--- config.mk ---
export PLATFORM = sky130hd
export DESIGN_NAME = tprg_cell
export DESIGN_NICKNAME = d
export VERILOG_FILES = /design/src/rtl/core/tprg_pkg.sv /design/src/rtl/core/tprg_cell.sv
export SDC_FILE = /design/constraint.sdc
export NUM_CORES = 2
export LEC_CHECK = 0
export BUFFER_PORTS_ARGS = -buffer_cell sky130_fd_sc_hd__clkbuf_2
export CELL_PAD_IN_SITES_DETAIL_PLACEMENT = 0
export CELL_PAD_IN_SITES_GLOBAL_PLACEMENT = 1
export CORE_ASPECT_RATIO = 1.75
export CORE_MARGIN = 4
export CORE_UTILIZATION = 47
export CTS_CLUSTER_DIAMETER = 80
export DETAILED_ROUTE_END_ITERATION = 12
export HOLD_SLACK_MARGIN = 0.02
export PLACE_DENSITY = 0.84
export SLEW_MARGIN = 10
export SYNTH_ARGS = -nofsm -noshare
export SYNTH_HDL_FRONTEND = slang
export SYNTH_SLANG_ARGS = --single-unit
--- constraint.sdc ---
create_clock -name clk -period 8.36 [get_ports clk]
set_input_delay 1.672 -clock clk [delete_from_list [all_inputs] [get_ports clk]]
set_output_delay 1.672 -clock clk [all_outputs]
set_load 0.1 [all_outputs]
--- src/rtl/core/tprg_pkg.sv ---
// Shared constants and types for the tensor permute region generator.
package tprg_pkg;

    localparam int MAX_RANK_DEF    = 6;
    localparam int LENGTH_BITS_DEF = 16;
    localparam int FIELD_BITS      = 3;
    localparam int ORDER_BITS      = 18;
    localparam int LO_BITS         = 64;
    localparam int HI_BITS         = 32;
    localparam int INDEX_BITS      = 16;
    localparam int WORD_BITS       = 32;
    localparam int COUNT_BITS      = 17;
    localparam int SIZE_BITS       = 16;
    localparam int CFG_INDEX_BITS  = 3;

    localparam logic [2:0]            RANK_RESET  = 3'd1;
    localparam logic [ORDER_BITS-1:0] ORDER_RESET = 18'd181896;
    localparam logic [LO_BITS-1:0]    LO_RESET    = 64'd281479271743489;
    localparam logic [HI_BITS-1:0]    HI_RESET    = 32'd65537;

    localparam logic [COUNT_BITS-1:0] REGION_CAP = 17'd65536;
    localparam logic [SIZE_BITS-1:0]  SIZE_CAP   = 16'hFFFF;

    localparam logic [CFG_INDEX_BITS-1:0] REG_RANK  = 3'd0;
    localparam logic [CFG_INDEX_BITS-1:0] REG_ORDER = 3'd1;
    localparam logic [CFG_INDEX_BITS-1:0] REG_LO    = 3'd2;
    localparam logic [CFG_INDEX_BITS-1:0] REG_HI    = 3'd3;

    typedef struct packed {
        logic [COUNT_BITS-1:0] region_count;
        logic [SIZE_BITS-1:0]  outer_size;
        logic [SIZE_BITS-1:0]  middle_size;
        logic [WORD_BITS-1:0]  inner_size;
        logic [WORD_BITS-1:0]  src_outer_stride;
        logic [WORD_BITS-1:0]  src_middle_stride;
        logic [WORD_BITS-1:0]  src_inner_stride;
        logic [WORD_BITS-1:0]  dst_outer_stride;
        logic [WORD_BITS-1:0]  dst_middle_stride;
        logic [WORD_BITS-1:0]  dst_inner_stride;
    } desc_t;

endpackage

--- src/rtl/core/tprg_cell.sv ---
// One mixed-radix decode cell: bit-serial divide, then stride accumulate.
module tprg_cell import tprg_pkg::*; (
    input  logic                  clk,
    input  logic                  rst_n,
    input  logic                  start,
    input  logic                  active,
    input  logic [INDEX_BITS-1:0] value_in,
    input  logic [WORD_BITS-1:0]  so_in,
    input  logic [WORD_BITS-1:0]  do_in,
    input  logic [COUNT_BITS-1:0] divisor,
    input  logic [WORD_BITS-1:0]  src_stride,
    input  logic [WORD_BITS-1:0]  dst_stride,
    output logic                  done,
    output logic [INDEX_BITS-1:0] value_out,
    output logic [WORD_BITS-1:0]  so_out,
    output logic [WORD_BITS-1:0]  do_out
);

    localparam int CW = $clog2(INDEX_BITS);

    localparam logic [1:0] C_IDLE = 2'd0;
    localparam logic [1:0] C_DIV  = 2'd1;
    localparam logic [1:0] C_ACC  = 2'd2;

    logic [1:0]            state_reg, state_next;
    logic                  done_reg, done_next;
    logic [CW-1:0]         cnt_reg, cnt_next;
    logic [INDEX_BITS-1:0] val_reg, val_next;
    logic [INDEX_BITS-1:0] rem_reg, rem_next;
    logic [INDEX_BITS-1:0] quo_reg, quo_next;
    logic [INDEX_BITS-1:0] vout_reg, vout_next;
    logic [WORD_BITS-1:0]  so_reg, so_next;
    logic [WORD_BITS-1:0]  do_reg, do_next;
    logic [COUNT_BITS-1:0] trial;
    logic [INDEX_BITS+WORD_BITS-1:0] sp, dp;

    always_comb
    begin
        state_next = state_reg;
        done_next  = 1'b0;
        cnt_next   = cnt_reg;
        val_next   = val_reg;
        rem_next   = rem_reg;
        quo_next   = quo_reg;
        vout_next  = vout_reg;
        so_next    = so_reg;
        do_next    = do_reg;
        trial      = {rem_reg, val_reg[INDEX_BITS-1]};
        sp         = quo_reg * src_stride;
        dp         = quo_reg * dst_stride;

        case (state_reg)
            C_IDLE:
            begin
                if (start)
                begin
                    so_next   = so_in;
                    do_next   = do_in;
                    val_next  = value_in;
                    vout_next = value_in;
                    rem_next  = '0;
                    quo_next  = '0;
                    cnt_next  = '0;
                    if (active && divisor != '0)
                        state_next = C_DIV;
                    else
                        done_next = 1'b1;
                end
            end
            C_DIV:
            begin
                if (trial >= divisor)
                begin
                    rem_next = INDEX_BITS'(trial - divisor);
                    quo_next = {quo_reg[INDEX_BITS-2:0], 1'b1};
                end
                else
                begin
                    rem_next = trial[INDEX_BITS-1:0];
                    quo_next = {quo_reg[INDEX_BITS-2:0], 1'b0};
                end
                val_next = {val_reg[INDEX_BITS-2:0], 1'b0};
                cnt_next = cnt_reg + CW'(1);
                if (cnt_reg == CW'(INDEX_BITS - 1))
                    state_next = C_ACC;
            end
            C_ACC:
            begin
                so_next    = so_reg + sp[WORD_BITS-1:0];
                do_next    = do_reg + dp[WORD_BITS-1:0];
                vout_next  = rem_reg;
                done_next  = 1'b1;
                state_next = C_IDLE;
            end
            default:
            begin
                state_next = C_IDLE;
            end
        endcase
    end

    always_ff @(posedge clk or negedge rst_n)
    begin
        if (!rst_n)
        begin
            state_reg <= C_IDLE;
            done_reg  <= 1'b0;
        end
        else
        begin
            state_reg <= state_next;
            done_reg  <= done_next;
        end
    end

    always_ff @(posedge clk)
    begin
        cnt_reg  <= cnt_next;
        val_reg  <= val_next;
        rem_reg  <= rem_next;
        quo_reg  <= quo_next;
        vout_reg <= vout_next;
        so_reg   <= so_next;
        do_reg   <= do_next;
    end

    assign done      = done_reg;
    assign value_out = vout_reg;
    assign so_out    = so_reg;
    assign do_out    = do_reg;

endmodule

==> qor.csv <==
metric,value,unit
CP Launch Type,input pin,
top cell family by delay on the critical path,adder cells,
DRC Markers,0,
met2 Use GR,0.499,
most frequent cells in the layout,"inv_1 (917), nand2_1 (693), fa_1 (669)",
drt via density,5.10,
H-tree depth,4,
Post-CTS Setup Bufs,0,
I/O pin count,246,
GR Layer Usage met1,0.272,
Synthesized Nets,4537,
vias in the first global route,26900,
I/O Buffers,245,
R2R setup slack,990,ps
register area,4040,um^2
setup TNS,0,ps
number of max-cap violations,0,
RSZ-0062 raised after global routing,false,
Post-synth EDFFs,132,
Hold Path Sink,val_reg[2],
sequential area share after synthesis,0.129,
largest net degree at the start of global routing,71,
Yosys reg bits,135,
"FFs w/ async S/R, synth",0.0222,
WL/cell,19.1,um
first-pass GRT wire length,143,mm
Setup Viol. Count Final,0,
"slowest stage cell, crit path",fa_1,
clock sinks,135,
fraction of layout cells with a size suffix above 1,0.0994,
Critical Path Source,dst_stride[7],
skew final,26.1,ps
fin. max-slew vios,0,
final worst path period share,0.919,
Mapped Area,31400,um^2
Netlist cell types,67,
DRT iter0 DRCs,939,
most frequent CP cell,fa_1,
reg2reg end,do_out[31],
syn avg cell area,8.84,um^2
Tmin final,7690,ps
FMAX,130,MHz
HPWL Detailed,72.9,mm
"Hold Vio Cnt, Final",0,
"Max FO, Critical Path",16,
Worst Hold Class,flip-flop to flip-flop,
"commonest non-fill, non-tap cell in the layout",inv_1,
status,finished clean,
CTS tree,done,
crit-path cells,"clkbuf_2, nand2_1, fa_1, inv_1, fa_1, inv_1, fa_1, inv_1, fa_1, fa_1, inv_1, fa_1, inv_1, ha_1, a21o_1, a31oi_1, o211ai_1, o21bai_1, a311oi_1, buf_4, o21ai_1, a31oi_1, xnor2_1, mux2_2",
clk root buf,clkbuf_16,
post-CTS resize count,0,
antenna violations before repair,10,
Hold Crit Start,val_reg[1],
drt pass-1 iters,6,
Clock Path Buffers,2,
Filler cells,6449,
CP required,8610,ps
WP data arrival,7930,ps
final net count,4706,
YS warnings,0,
Rows,125,
Vias,23600,
area occupied by multi-input gates,23300,um^2
slew margin rel.,0.206,
Worst Path Buf+Inv,7,
CP Class,input pin to flip-flop,
max incr delay on CP,580,ps
crit end category,flip-flop,
grt total ovfl,0,
GRT met3 Usage,0.0465,
Starting Density,0.473,
"Top FF cell, synth",edfxtp_1,
CTS Buf Count,17,
routability congestion estimate from global placement,0.890,
Die Ht,350,um
hold path cells,2,
clock latency on the worst-skew pair,510,ps
die footprint,71100,um^2
Reg2Reg Depth,22,
Reg-to-Reg Start,quo_reg[4],
"antenna viol nets, final",0,
"Most Used Layer, Global Route",met2,
area grow syn2layout,9.45,%
clk slew on worst S/H paths,90,ps
CTS hold repair buffers,0,
GRT Util Overall,0.259,
die width,203,um
Least-Margin Pin Slew,1190,ps
Mapped Cells,3549,
Core Area,66300,um^2
WL final,88.3,mm
Yosys cell counts (all sizes together) (7+ instances only):
master | count | area, um^2
nand3 | 17 | 85.1
xnor2 | 81 | 709
o211ai | 10 | 75.1
buf | 7 | 40.0
edfxtp | 132 | 3960
nand2 | 693 | 2600
clkbuf | 161 | 604
or3 | 8 | 50.1
xor2 | 41 | 359
and2 | 303 | 1900
nor3 | 14 | 75.1
a21o | 27 | 205
o21bai | 8 | 60.1
mux2i | 14 | 140
nor2 | 52 | 195
a21oi | 51 | 259
ha | 154 | 1930
fa | 669 | 13400
a31oi | 11 | 68.8
o21ai | 82 | 410
o21a | 7 | 52.6
nor2b | 12 | 75.1
nand2b | 13 | 81.3
inv | 917 | 3440
cells by family after synthesis:
group                    Yosys count  share of synthesized area
AND/OR/NAND/NOR                 1135                      0.167
buffers and inverters           1085                      0.130
adder cells (fa/ha/maj)          823                      0.488
AO/OA/AOI/OAI                    234                     0.0474
flip-flops                       135                      0.129
XOR/XNOR                         122                     0.0341
multiplexers                      15                    0.00482
worst max path at each step:
stage                       endpoint  cells after the start
after floorplan           do_out[31]                     23
after global placement    do_out[30]                     23
after detailed placement  do_out[30]                     24
after CTS                 do_out[30]                     24
after global routing      do_out[30]                     24
final                     do_out[30]                     24
tightest hold or removal path, delay by kind of cell, from the launching register on:
family	cells	cell delay, ps
flops	1	330
simple gates	2	80
per-layer routing:
metal	part of all wire	wire length, um
met4	0.046	4040
met2	0.56	49500
met5	0.00038	34
met3	0.050	4430
met1	0.34	30400
metrics by stage:
| stage | setup WS [ps] | util | instance area [um^2] | hold slack (ps) | cells |
|---|---|---|---|---|---|
| 2_1_floorplan | 917 | - | 31400 | 484 | 3549 |
| 3_3_place_gp | 147 | 0.508 | 33700 | 490 | 4588 |
| 3_5_place_dp | 105 | 0.508 | 33700 | 499 | 4588 |
| 4_1_cts | 617 | 0.518 | 34300 | 519 | 4620 |
| 5_1_grt | 298 | 0.518 | 34300 | 547 | 4623 |
| 6_report | 673 | 0.518 | 34300 | 515 | 4627 |
final cells by class:
type,count,area share
clock buffers,17,0.0124
clock inverters,15,0.00557
well taps,889,0.0324
diodes,7,0.000510
inverters,917,0.100
flip-flops and latches,135,0.118
repair buffers,318,0.0531
multi-input cells,2329,0.678
Power is not shown: default switching activity piles up to over one toggle a cycle in this logic, so the estimate is an artifact.
